===== src/sv/bitmap_entry_allocator_assert.svh =====
// Assertion macros for the bitmap entry allocator.
// Relies on clk and rst being visible in the including module.
`ifndef BITMAP_ENTRY_ALLOCATOR_ASSERT_SVH
`define BITMAP_ENTRY_ALLOCATOR_ASSERT_SVH

// Same-cycle implication, checked outside reset.
`define BEA_ASSERT_NOW(lbl, ante, cons, msg) \
  lbl: assert property (@(posedge clk) disable iff (rst) (ante) |-> (cons)) else $error(msg);

// Next-cycle implication, checked outside reset.
`define BEA_ASSERT_NEXT(lbl, ante, cons, msg) \
  lbl: assert property (@(posedge clk) disable iff (rst) (ante) |=> (cons)) else $error(msg);

`endif


===== src/sv/bea_pkg.sv =====
// Shared constants for the bitmap entry allocator.
// No dependencies; used by bitmap_entry_allocator, allocator_checker and the testbench top.
`default_nettype none

package bea_pkg;

  localparam int MAX_ENTRIES = 1024;
  localparam int WORD_W      = 32;                      // map bits per RAM row
  localparam int BIT_W       = $clog2(WORD_W);
  localparam int ROWS        = MAX_ENTRIES / WORD_W;
  localparam int ROW_W       = $clog2(ROWS);
  localparam int IDX_W       = 10;
  localparam int CNT_W       = 11;
  localparam int POP_W       = BIT_W + 1;

  localparam logic [CNT_W-1:0] CNT_MAX     = '1;
  localparam logic [CNT_W-1:0] ENTRIES_MAX = CNT_W'(MAX_ENTRIES);

  localparam logic [2:0] OP_INIT  = 3'd0;
  localparam logic [2:0] OP_ALLOC = 3'd1;
  localparam logic [2:0] OP_FREE  = 3'd2;
  localparam logic [2:0] OP_QUERY = 3'd3;
  localparam logic [2:0] OP_COUNT = 3'd4;

  localparam logic [1:0] ST_OK    = 2'd0;
  localparam logic [1:0] ST_NONE  = 2'd1;
  localparam logic [1:0] ST_RANGE = 2'd2;

  localparam logic REG_ENTRY_COUNT = 1'b0;
  localparam logic REG_ROOT_INDEX  = 1'b1;

endpackage

`default_nettype wire


===== src/sv/bea_ram.sv =====
// Generic single-write, single-read synchronous RAM with registered read data.
// No dependencies.
`default_nettype none

module bea_ram #(
  parameter int WIDTH = 32,
  parameter int DEPTH = 32
) (
  input  wire logic                     clk,
  input  wire logic                     we,
  input  wire logic [$clog2(DEPTH)-1:0] waddr,
  input  wire logic [WIDTH-1:0]         wdata,
  input  wire logic [$clog2(DEPTH)-1:0] raddr,
  output logic      [WIDTH-1:0]         rdata
);

  logic [WIDTH-1:0] mem [DEPTH];

  always_ff @(posedge clk) begin
    if (we) begin
      mem[waddr] <= wdata;
    end
    rdata <= mem[raddr];
  end

endmodule

`default_nettype wire


===== src/sv/bitmap_entry_allocator.sv =====
// First-fit allocator over a used/free bitmap held in a 32 x 32-bit RAM.
// Depends on bea_pkg, bea_ram and bitmap_entry_allocator_assert.svh.
//
// A command is taken when start is high and busy is low. Its result shows for
// exactly one cycle with done high and cannot be held off by the receiver;
// busy is low again in that same cycle, so the next command may go in at once.
// Unknown operations and commands rejected on range finish straight from idle;
// init writes row 0 and, when the root lies outside row 0, the root row too;
// free and query pass through a read and then a modify state; allocate and
// count scan up to R = ceil(active entries / 32) rows, 32 with 1024 entries.
// Allocate and count are paced by the map RAM read port, one 32-bit row per
// cycle. After reset the map reads all free with no clearing pass: a per-row
// valid bit masks rows never written.
`default_nettype none

module bitmap_entry_allocator (
  input  wire logic                        clk,
  input  wire logic                        rst,
  input  wire logic                        start,
  output logic                             busy,
  input  wire logic [2:0]                  operation,
  input  wire logic [bea_pkg::IDX_W-1:0]   entry_index,
  output logic                             done,
  output logic      [1:0]                  status,
  output logic      [bea_pkg::IDX_W-1:0]   result_index,
  output logic                             is_used,
  output logic      [bea_pkg::CNT_W-1:0]   free_total,
  input  wire logic                        wr_en,
  input  wire logic                        wr_index,
  input  wire logic [bea_pkg::CNT_W-1:0]   wr_data
);

  localparam logic [2:0] S_IDLE  = 3'd0;
  localparam logic [2:0] S_INIT0 = 3'd1;
  localparam logic [2:0] S_INIT1 = 3'd2;
  localparam logic [2:0] S_SCAN  = 3'd3;
  localparam logic [2:0] S_READ  = 3'd4;
  localparam logic [2:0] S_MOD   = 3'd5;

  localparam int WORD_W = bea_pkg::WORD_W;
  localparam int BIT_W  = bea_pkg::BIT_W;
  localparam int ROWS   = bea_pkg::ROWS;
  localparam int ROW_W  = bea_pkg::ROW_W;
  localparam int IDX_W  = bea_pkg::IDX_W;
  localparam int CNT_W  = bea_pkg::CNT_W;
  localparam int POP_W  = bea_pkg::POP_W;

  logic [2:0]       state;
  logic [2:0]       op_q;
  logic [IDX_W-1:0] idx_q;
  logic [CNT_W-1:0] n_q;
  logic [ROW_W-1:0] last_row;
  logic [ROW_W:0]   rd_row;
  logic             chk_pending;
  logic [ROW_W-1:0] chk_row;
  logic [CNT_W-1:0] total;
  logic [CNT_W-1:0] free_counter;
  logic [CNT_W-1:0] entry_count;
  logic [IDX_W-1:0] root_index;
  logic [ROWS-1:0]  row_valid;

  logic              ram_we;
  logic [ROW_W-1:0]  ram_waddr;
  logic [WORD_W-1:0] ram_wdata;
  logic [ROW_W-1:0]  ram_raddr;
  logic [WORD_W-1:0] ram_rdata;

  logic [CNT_W-1:0]  n_eff;
  logic [CNT_W-1:0]  n_eff_m1;
  logic [CNT_W-1:0]  n_q_m1;
  logic [CNT_W-1:0]  init_cnt;
  logic [CNT_W-1:0]  cnt_dec;
  logic [CNT_W-1:0]  cnt_inc;
  logic [ROW_W-1:0]  mod_row;
  logic [BIT_W-1:0]  mod_bit;
  logic [ROW_W-1:0]  root_row;
  logic [BIT_W-1:0]  root_bit;
  logic [WORD_W-1:0] word_mod;
  logic [WORD_W-1:0] word_chk;
  logic [WORD_W-1:0] scan_mask;
  logic [WORD_W-1:0] avail;
  logic              hit;
  logic [BIT_W-1:0]  hit_bit;
  logic [POP_W-1:0]  pop;
  logic [CNT_W-1:0]  total_sum;
  logic              chk_last;

  bea_ram #(
    .WIDTH (WORD_W),
    .DEPTH (ROWS)
  ) u_map (
    .clk   (clk),
    .we    (ram_we),
    .waddr (ram_waddr),
    .wdata (ram_wdata),
    .raddr (ram_raddr),
    .rdata (ram_rdata)
  );

  assign busy = (state != S_IDLE);

  assign n_eff    = (entry_count > bea_pkg::ENTRIES_MAX) ? bea_pkg::ENTRIES_MAX : entry_count;
  assign n_eff_m1 = n_eff - CNT_W'(1);
  assign n_q_m1   = n_q - CNT_W'(1);
  assign init_cnt = (n_q >= CNT_W'(2)) ? (n_q - CNT_W'(2)) : '0;
  assign cnt_dec  = (free_counter == '0) ? '0 : (free_counter - CNT_W'(1));
  assign cnt_inc  = (free_counter == bea_pkg::CNT_MAX) ? free_counter
                                                       : (free_counter + CNT_W'(1));

  assign mod_row  = idx_q[IDX_W-1:BIT_W];
  assign mod_bit  = idx_q[BIT_W-1:0];
  assign root_row = root_index[IDX_W-1:BIT_W];
  assign root_bit = root_index[BIT_W-1:0];

  // rows never written since reset or init read as all free
  assign word_mod = row_valid[mod_row] ? ram_rdata : '0;
  assign word_chk = row_valid[chk_row] ? ram_rdata : '0;
  assign chk_last = (chk_row == last_row);

  always_comb begin
    for (int k = 0; k < WORD_W; k++) begin
      scan_mask[k] = (!chk_last || (BIT_W'(k) <= n_q_m1[BIT_W-1:0])) &&
                     !((chk_row == '0) && (k == 0));
    end
  end

  assign avail = ~word_chk & scan_mask;
  assign hit   = |avail;

  always_comb begin
    hit_bit = '0;
    for (int k = WORD_W - 1; k >= 0; k--) begin
      if (avail[k]) begin
        hit_bit = BIT_W'(k);
      end
    end
  end

  always_comb begin
    pop = '0;
    for (int k = 0; k < WORD_W; k++) begin
      pop = pop + POP_W'(avail[k]);
    end
  end

  assign total_sum = total + CNT_W'(pop);

  assign ram_raddr = (state == S_SCAN) ? rd_row[ROW_W-1:0] : mod_row;

  always_comb begin
    ram_we    = 1'b0;
    ram_waddr = '0;
    ram_wdata = '0;
    unique case (state)
      S_INIT0: begin
        ram_we    = 1'b1;
        ram_waddr = '0;
        ram_wdata = WORD_W'(1) |
                    ((root_row == '0) ? (WORD_W'(1) << root_bit) : '0);
      end
      S_INIT1: begin
        ram_we    = 1'b1;
        ram_waddr = root_row;
        ram_wdata = WORD_W'(1) << root_bit;
      end
      S_SCAN: begin
        ram_we    = chk_pending && (op_q == bea_pkg::OP_ALLOC) && hit;
        ram_waddr = chk_row;
        ram_wdata = word_chk | (WORD_W'(1) << hit_bit);
      end
      S_MOD: begin
        ram_we    = (op_q == bea_pkg::OP_FREE);
        ram_waddr = mod_row;
        ram_wdata = word_mod & ~(WORD_W'(1) << mod_bit);
      end
      default: begin
        ram_we = 1'b0;
      end
    endcase
  end

  always_ff @(posedge clk) begin
    if (rst) begin
      state        <= S_IDLE;
      done         <= 1'b0;
      chk_pending  <= 1'b0;
      row_valid    <= '0;
      free_counter <= '0;
      entry_count  <= bea_pkg::ENTRIES_MAX;
      root_index   <= IDX_W'(1);
    end else begin
      done <= 1'b0;

      if (wr_en) begin
        unique case (wr_index)
          bea_pkg::REG_ENTRY_COUNT: entry_count <= wr_data;
          bea_pkg::REG_ROOT_INDEX:  root_index  <= wr_data[IDX_W-1:0];
          default:                  entry_count <= entry_count;
        endcase
      end

      if (ram_we) begin
        row_valid[ram_waddr] <= 1'b1;
      end

      unique case (state)
        S_IDLE: begin
          if (start) begin
            op_q         <= operation;
            idx_q        <= entry_index;
            n_q          <= n_eff;
            last_row     <= n_eff_m1[IDX_W-1:BIT_W];
            rd_row       <= '0;
            chk_pending  <= 1'b0;
            total        <= '0;
            status       <= bea_pkg::ST_OK;
            result_index <= '0;
            is_used      <= 1'b0;
            free_total   <= free_counter;
            case (operation) inside
              bea_pkg::OP_INIT: begin
                state <= S_INIT0;
              end
              bea_pkg::OP_ALLOC, bea_pkg::OP_COUNT: begin
                if (n_eff < CNT_W'(2)) begin
                  done <= 1'b1;
                  if (operation == bea_pkg::OP_ALLOC) begin
                    status <= bea_pkg::ST_NONE;
                  end else begin
                    free_total <= '0;
                  end
                end else begin
                  state <= S_SCAN;
                end
              end
              bea_pkg::OP_FREE: begin
                if (entry_index == '0 || CNT_W'(entry_index) >= n_eff) begin
                  status <= bea_pkg::ST_RANGE;
                  done   <= 1'b1;
                end else begin
                  state <= S_READ;
                end
              end
              bea_pkg::OP_QUERY: begin
                if (CNT_W'(entry_index) >= n_eff) begin
                  is_used <= 1'b1;
                  done    <= 1'b1;
                end else begin
                  state <= S_READ;
                end
              end
              default: begin
                done <= 1'b1;
              end
            endcase
          end
        end

        S_INIT0: begin
          free_counter <= init_cnt;
          free_total   <= init_cnt;
          row_valid    <= ROWS'(1);
          if (root_row == '0) begin
            state <= S_IDLE;
            done  <= 1'b1;
          end else begin
            state <= S_INIT1;
          end
        end

        S_INIT1: begin
          state <= S_IDLE;
          done  <= 1'b1;
        end

        S_SCAN: begin
          // one row issued per cycle; its data is checked in the next cycle
          if (rd_row <= {1'b0, last_row}) begin
            rd_row      <= rd_row + (ROW_W + 1)'(1);
            chk_pending <= 1'b1;
            chk_row     <= rd_row[ROW_W-1:0];
          end else begin
            chk_pending <= 1'b0;
          end
          if (chk_pending) begin
            if (op_q == bea_pkg::OP_ALLOC) begin
              if (hit) begin
                free_counter <= cnt_dec;
                free_total   <= cnt_dec;
                result_index <= {chk_row, hit_bit};
                state        <= S_IDLE;
                done         <= 1'b1;
                chk_pending  <= 1'b0;
              end else if (chk_last) begin
                status      <= bea_pkg::ST_NONE;
                state       <= S_IDLE;
                done        <= 1'b1;
                chk_pending <= 1'b0;
              end
            end else begin
              total <= total_sum;
              if (chk_last) begin
                free_total  <= total_sum;
                state       <= S_IDLE;
                done        <= 1'b1;
                chk_pending <= 1'b0;
              end
            end
          end
        end

        S_READ: begin
          state <= S_MOD;
        end

        S_MOD: begin
          if (op_q == bea_pkg::OP_FREE) begin
            free_counter <= cnt_inc;
            free_total   <= cnt_inc;
          end else begin
            is_used <= word_mod[mod_bit];
          end
          state <= S_IDLE;
          done  <= 1'b1;
        end

        default: begin
          state <= S_IDLE;
        end
      endcase
    end
  end

`include "bitmap_entry_allocator_assert.svh"

  `BEA_ASSERT_NEXT(a_accept_progress, start && !busy, busy || done, "accepted command stalled")
  `BEA_ASSERT_NOW(a_write_when_busy, ram_we, busy, "map written while idle")
  `BEA_ASSERT_NOW(a_none_only_alloc, done && status == bea_pkg::ST_NONE,
                  result_index == '0 && op_q == bea_pkg::OP_ALLOC, "bad no-free result")
  `BEA_ASSERT_NOW(a_used_only_query, done && is_used, op_q == bea_pkg::OP_QUERY,
                  "is_used set outside query")
  `BEA_ASSERT_NEXT(a_read_then_modify, state == S_READ, state == S_MOD, "read not followed by modify")

endmodule

`default_nettype wire


===== config.mk =====
export PLATFORM = sky130hd
export DESIGN_NAME = bitmap_entry_allocator
export DESIGN_NICKNAME = d
export VERILOG_FILES = /design/src/sv/bea_pkg.sv /design/src/sv/bea_ram.sv /design/src/sv/bitmap_entry_allocator.sv
export VERILOG_INCLUDE_DIRS = /design/src /design/src/sv
export SDC_FILE = /design/constraint.sdc
export NUM_CORES = 2
export LEC_CHECK = 0
export CORE_MARGIN = 3
export CORE_UTILIZATION = 65
export DETAILED_ROUTE_END_ITERATION = 8
export DONT_BUFFER_PORTS = 1
export PLACE_DENSITY = 0.78
export SLEW_MARGIN = 25
export SYNTH_ARGS = -nofsm -noshare
export SYNTH_HDL_FRONTEND = slang
export SYNTH_SLANG_ARGS = --single-unit

===== constraint.sdc =====
create_clock -name clk -period 18 [get_ports clk]
set_input_delay 2.7 -clock clk [delete_from_list [all_inputs] [get_ports clk]]
set_output_delay 2.7 -clock clk [all_outputs]
set_load 0.05 [all_outputs]

[Word level (Yosys, flattened, before mapping)]
Memory sizes are Yosys's and may differ from the RTL's. A register that Yosys moved wholly into a read port is not among the register bits.
Index checks and enable logic that the tools add are counted.
W data, S select, Z words.
Word-level totals
  memory bits (writable): 1024
  bits of input ports: 29
  flip-flop bits (word level): 144
  memories: 1
  output and inout bits: 26
  word-level logic and storage cells: 344
Cells by class
  shift operators: 3
  magnitude comparators: 42
  equal/unequal tests: 29
  add/subtract/negate cells: 38
  bitwise operators: 8
  muxes and demuxes: 135
  reduce and logical (&&, ||, !) cells: 69
Memories
  u_map.mem: words 32, width 32, read ports 1, clocked after Yosys merged registers in 1, write ports 1, line bea_ram.sv:17  | logic [WIDTH-1:0] mem [DEPTH];
Operator list (count)
  $mux W11: 19
  $mux W5: 33
  $add A6 B1 Y6: 26
  $pmux W32 S4: 1
  $mux W32: 3
  $shl A1 B5 Y32 const A: 3
  $le A5 B5 Y1 const A: 16
  $and A32 B32 Y32: 2
  $not A32 Y32: 2
  $or A32 B32 Y32: 2
  $pmux W11 S4: 1
  $le A4 B5 Y1 const A: 8
  $mux W10: 4
  $mux W3: 12
  $mux W1: 35
  $logic_or A1 B1 Y1: 33
  $pmux W11 S3: 1
  $reduce_or A32 Y1: 1
  $lt A5 B6 Y1 const B: 4
  $pmux W11 S2: 1
  $le A3 B5 Y1 const A: 4
  $mux W2: 10
  $pmux W10 S2: 1
  $ne A2 B2 Y1 const B: 8
  other kinds (57): 94

[Depth between registers and ports, before layout]
  word-level depth: 41
  gate-level depth with buffers: 31

[Hierarchy]
Synthesis repeated with hierarchy kept, for this count alone.
Second synthesis, totals
  cells, all modules: 3639
  area total of the unflattened synthesis: 52310.2 sq um
By module, submodules not included
  bea_ram: instances 1, cells an instance 2260, area an instance 40485.1 sq um
  bitmap_entry_allocator: instances 1, cells an instance 1379, area an instance 11825.1 sq um

[Worst setup path before layout]
OpenSTA, ideal clock, no wires.
  kind: reg-to-reg
  from: reg chk_row[0]
  to: reg free_total[10] (netlist name) (data pin)
  arrival: 7.883 ns
  setup slack: 9.965 ns
  stages on the path, launching flop included: 31
  clock period less this slack: 8.035 ns
  cell sequence: edfxtp_1 > buf_6 > mux2i_1 > mux4_2 > or3b_4 > nand4_4 > buf_4 > buf_2 > buf_1 > a21oi_1 > fa_1 > inv_1 > fa_1 > inv_1 > fa_1 > inv_1 > fa_1 > fa_1 > fa_1 > fa_1 > fa_1 > nor2b_1 > o21ai_0 > a21boi_0 > o21ai_0 > a21oi_1 > o21a_1 > nand3_1 > xor2_1 > or2_2 > a31oi_1
On the way
  longest elaborated chain between the ends: 41
  elaborated cells between the ends (all ways): 78
  classes of those cells: 32 x add/sub; 1 x eq/ne; 7 x mux; 2 x bitwise; 36 x reduce/logical
Ends and longest elaborated chain
  from (decl): line bitmap_entry_allocator.sv:55  | logic [ROW_W-1:0] chk_row;
  from (signal assigned): line bitmap_entry_allocator.sv:281  | chk_row <= rd_row[ROW_W-1:0];
  $bmux W1 S5 / $eq A5 B5 Y1 (equally long branches): line bitmap_entry_allocator.sv:117, bitmap_entry_allocator.sv:118
  $mux W1 (not written as such) / $logic_not A1 Y1 (equally long branches): line bitmap_entry_allocator.sv:117, bitmap_entry_allocator.sv:122
  $mux W32 / $logic_or A1 B1 Y1 (equally long branches): line bitmap_entry_allocator.sv:117, bitmap_entry_allocator.sv:122
  $not A32 Y32 / $logic_and A1 B1 Y1 (equally long branches): line bitmap_entry_allocator.sv:127, bitmap_entry_allocator.sv:122
  $and A32 B32 Y32 (*): line bitmap_entry_allocator.sv:127  | assign avail = ~word_chk & scan_mask;
  $add A1 B1 Y2: line bitmap_entry_allocator.sv:142  | pop = pop + POP_W'(avail[k]);
  $add A2 B1 Y3: line bitmap_entry_allocator.sv:142
  $add A3 B1 Y4: line bitmap_entry_allocator.sv:142
  $add A4 B1 Y5: line bitmap_entry_allocator.sv:142
  $add A5 B1 Y6: line bitmap_entry_allocator.sv:142
  $add A6 B1 Y6 (25 in series): line bitmap_entry_allocator.sv:142
  $add A6 B1 Y6 (*): line bitmap_entry_allocator.sv:142
  $add A11 B6 Y11 (*): line bitmap_entry_allocator.sv:146  | assign total_sum = total + CNT_W'(pop);
  $mux W11 (*): line bitmap_entry_allocator.sv:302  | if (chk_last) begin
  $mux W11 (*): line bitmap_entry_allocator.sv:286  | if (op_q == bea_pkg::OP_ALLOC) begin
  $mux W11 (*): line bitmap_entry_allocator.sv:285  | if (chk_pending) begin
  $pmux W11 S4 (*): line bitmap_entry_allocator.sv:206  | unique case (state)
  to (signal assigned): line bitmap_entry_allocator.sv:219  | free_total <= free_counter;
  to (signal assigned): line bitmap_entry_allocator.sv:289  | free_total <= cnt_dec;
  to (signal assigned): line bitmap_entry_allocator.sv:303  | free_total <= total_sum;
  to (decl): line bitmap_entry_allocator.sv:27  | output logic [bea_pkg::CNT_W-1:0] free_total,
Mark *: on every way between the ends. The rest lies on a longest branch, timed or not. The select of a mux whose other input is x is not followed.
A chain may end at the register's enable or synchronous reset.

[Worst setup path in the final report]
Same ends and word-level chain as after synthesis.

==> flow_metrics.env <==
export IMPL_drc=0
export IMPL_ioPinCount=55
export IMPL_synth_most_common_cell="edfxtp_1"
export IMPL_start_util_pct=65.9
export IMPL_grt_max_degree=194
export IMPL_drv_cap=0
export IMPL_cts_hold_buf=0
export IMPL_fin_nets=4227
export IMPL_gp_routability_congestion=0.964
export IMPL_via_per_inst=6.83
export IMPL_synth_compound_area_share_pct=15.6
export IMPL_p_leak_nw=18.2
export IMPL_synth_flop_cell="edfxtp_1"
export IMPL_worstPathRequired_ns=18.55
export IMPL_synth_edff_count=1099
export IMPL_cts_sinks=1200
export IMPL_regArea_mm2=0.0350
export IMPL_slew_headroom_pct=27.2
export IMPL_drt_pass1_iter_count=6
export IMPL_fin_skew_ns=0.0599
export IMPL_synthTopCellsByCount="1099 x edfxtp_1, 655 x nand2_1, 358 x a211oi_1, 283 x clkbuf_1, 261 x and2_1"
export IMPL_synth_async_reset_ratio_pct=0
export IMPL_worst_hold_slack_ns=0.470
export IMPL_slew_viol_final=0
export IMPL_wl_um=144000
export IMPL_dp_cells=5068
export IMPL_crit_type="flip-flop to flip-flop"
export IMPL_wl_per_cell_um=27.1
export IMPL_ys_ff_latch=1200
export IMPL_outcome="finished clean"
export IMPL_drive_above_1_share_pct=9.66
export IMPL_ir_drop_uv=109
export IMPL_clock_latency_ns=0.70
export IMPL_track_usage_pct=33.1
export IMPL_final_core_util_pct=72.7
export IMPL_multi_input_area_mm2=0.0174
export IMPL_cts_repair_resized=0
export IMPL_antenna_found_initial=2
export IMPL_p_per_area_mw_per_mm2=104
export IMPL_hold_path_class="flip-flop to flip-flop"
export IMPL_fmax_mhz=111
export IMPL_cts_setup_buffers=0
export IMPL_worstMarginPinSlew_ns=1.09
export IMPL_fp_dieW_um=292
export IMPL_design_core_area_mm2=0.0808
export IMPL_syn_avg_cell_area_um2=12.6
export IMPL_chipHeight_um=292
export IMPL_vias=36200
export IMPL_ys_seq_area_share_pct=65.7
export IMPL_synthAdderAreaFrac_pct=1.89
export IMPL_grt_pass1_wl_um=213000
export IMPL_cp_max_fo=42
export IMPL_die_area_mm2=0.0854
export IMPL_synth_simple_area_share_pct=11.7
export IMPL_synth_cells=4238
export IMPL_path_clk_slew_ns=0.06
export IMPL_ant_nets=0
export IMPL_grt_ovfl_total=0
export IMPL_synth_xor_area_share_pct=0.625
export IMPL_synth_distinct_cells=90
export IMPL_syn_area_mm2=0.0533
export IMPL_setup_tns_ns=0
export IMPL_dpl_hpwl_um=80300
export IMPL_ys_warn_count=0
export IMPL_fin_crit_ns=9.04
export IMPL_rows=104
export IMPL_htreeDepth=3
export IMPL_fillerInstances=5043
export IMPL_grt_pass1_vias=34400
export IMPL_cts_made_buffers=115
export IMPL_endpoint_kind="flip-flop"
export IMPL_layout_cells_non_filler=5297
export IMPL_synth_area_leaders="edfxtp_1 62%, a211oi_1 5.0%, nand2_1 4.6%"
export IMPL_rsz0062_at_grt="false"
export IMPL_setup_violations=0
export IMPL_clockBufferDepth=3
export IMPL_synth_largest_area_cell="edfxtp_1"
export IMPL_numPortBuffers=0
export IMPL_synth_top_family_by_area="compound AO/OA/AOI/OAI gates"
export IMPL_yosysTopAreaCellShare_pct=61.9
export IMPL_design_area_mm2=0.0587
export IMPL_worst_setup_path_start_kind="flip-flop"
export IMPL_clock_root_buffer="clkbuf_16"
export IMPL_area_growth_pct=10.2
export IMPL_finalCritPeriodShare_pct=50.2
export IMPL_cts_tree="yes"
export IMPL_drt_iter0_drc=4351
export IMPL_hold_viol_final=0
export IMPL_worstPathArrival_ns=9.59
export IMPL_synth_fp_nets=4332
export IMPL_synth_mux_area_share_pct=1.58
export IMPL_place_area_mm2=0.0547
-- kinds of logic after synthesis --
| logic type | Yosys count |
|---|---|
| simple gates | 1314 |
| flops | 1200 |
| compound gates | 1177 |
| buf+inv | 387 |
| fa+ha+maj | 65 |
| mux | 57 |
| xor+xnor | 38 |
-- state kept, by name, summed over array words and instances, names as in the netlist, 5 cells and up --
signal	cells
total	11
result_index	10
root_index	10
row_valid	32
free_counter	11
free_total	11
u_map.rdata	32
u_map.mem	1024
rd_row	6
chk_row	5
idx_q	10
n_q	11
entry_count	11
last_row	5
-- metal layers --
| metal | wire length (um) | global-route usage, % | share of wire [%] |
|---|---|---|---|
| met4 | 5980 | 13.1 | 4.2 |
| met3 | 14100 | 6.16 | 9.8 |
| met5 | 58 | 0.443 | 0.040 |
| met1 | 55100 | 45.3 | 38 |
| met2 | 68400 | 53.5 | 48 |
-- through the flow --
step	setup WS, ns	total power [mW]
2_1_floorplan	9.97	3.53
3_3_place_gp	9.13	3.67
3_5_place_dp	8.98	3.68
4_1_cts	9.01	6.10
5_1_grt	8.53	6.28
6_report	8.96	6.09
-- final timing paths --
| check | cells after the start | startpoint | to | slack, ns |
|---|---|---|---|---|
| setup / recovery | 27 | chk_row[0] | free_total[10] | 8.96 |
| hold / removal | 2 | entry_count[3] | entry_count[3] | 0.47 |
| setup reg to reg | 27 | chk_row[0] | free_total[10] | 8.96 |
| hold reg to reg | 2 | entry_count[3] | entry_count[3] | 0.47 |
-- placed cells by master (no fill, tap or decap), types with 29 or more instances in the layout --
| cell type | synthesis | final |
|---|---|---|
| edfxtp_1 | 1099 | 1099 |
| nand2_1 | 655 | 654 |
| a211oi_1 | 358 | 358 |
| and2_1 | 261 | 261 |
| a21oi_1 | 186 | 185 |
| a31oi_1 | 141 | 141 |
| nor2_1 | 140 | 138 |
| a311oi_1 | 134 | 134 |
| clkbuf_16 | 0 | 117 |
| dfxtp_1 | 101 | 101 |
| buf_4 | 2 | 85 |
| o21ai_0 | 88 | 81 |
| inv_1 | 61 | 61 |
| a21o_1 | 51 | 51 |
| nor3_1 | 42 | 40 |
| ha_1 | 39 | 39 |
| nand3_1 | 35 | 35 |
| nor4_2 | 1 | 31 |
| a32o_1 | 31 | 31 |
| nor2b_1 | 30 | 30 |
| nand2b_1 | 29 | 29 |
-- critical path: stages (launching register included) --
cell,delay (ns)
edfxtp_1,1.02
mux2i_1,0.23
mux4_2,0.56
or3b_4,0.41
nand4_4,0.45
a21o_1,0.24
inv_1,0.07
fa_1,0.52
inv_1,0.07
fa_1,0.54
inv_1,0.05
fa_1,0.50
inv_1,0.05
fa_1,0.55
fa_1,0.44
fa_1,0.47
fa_1,0.44
fa_1,0.45
nor2b_1,0.15
o21ai_0,0.11
a21boi_0,0.29
o21ai_0,0.17
a21oi_1,0.24
o21a_1,0.18
nand3_1,0.10
xor2_1,0.16
or2_2,0.29
a31oi_1,0.16
-- final cells by class --
type	instances	area share [%]
timing repair buffer	103	1.53
clock buffer	150	5.32
sequential	1200	59.6
inverter	62	0.396
antenna	1	0.00426
tap	1060	2.26
clock inverter	70	1.28
multi-input combinational	2651	29.6
-- where the power goes --
part	switching, mW	internal, mW
registers	0.0719	3.05
clock network	1.04	1.41
logic	0.339	0.185
total	1.45	4.64
(Power assumes the default switching activity.)
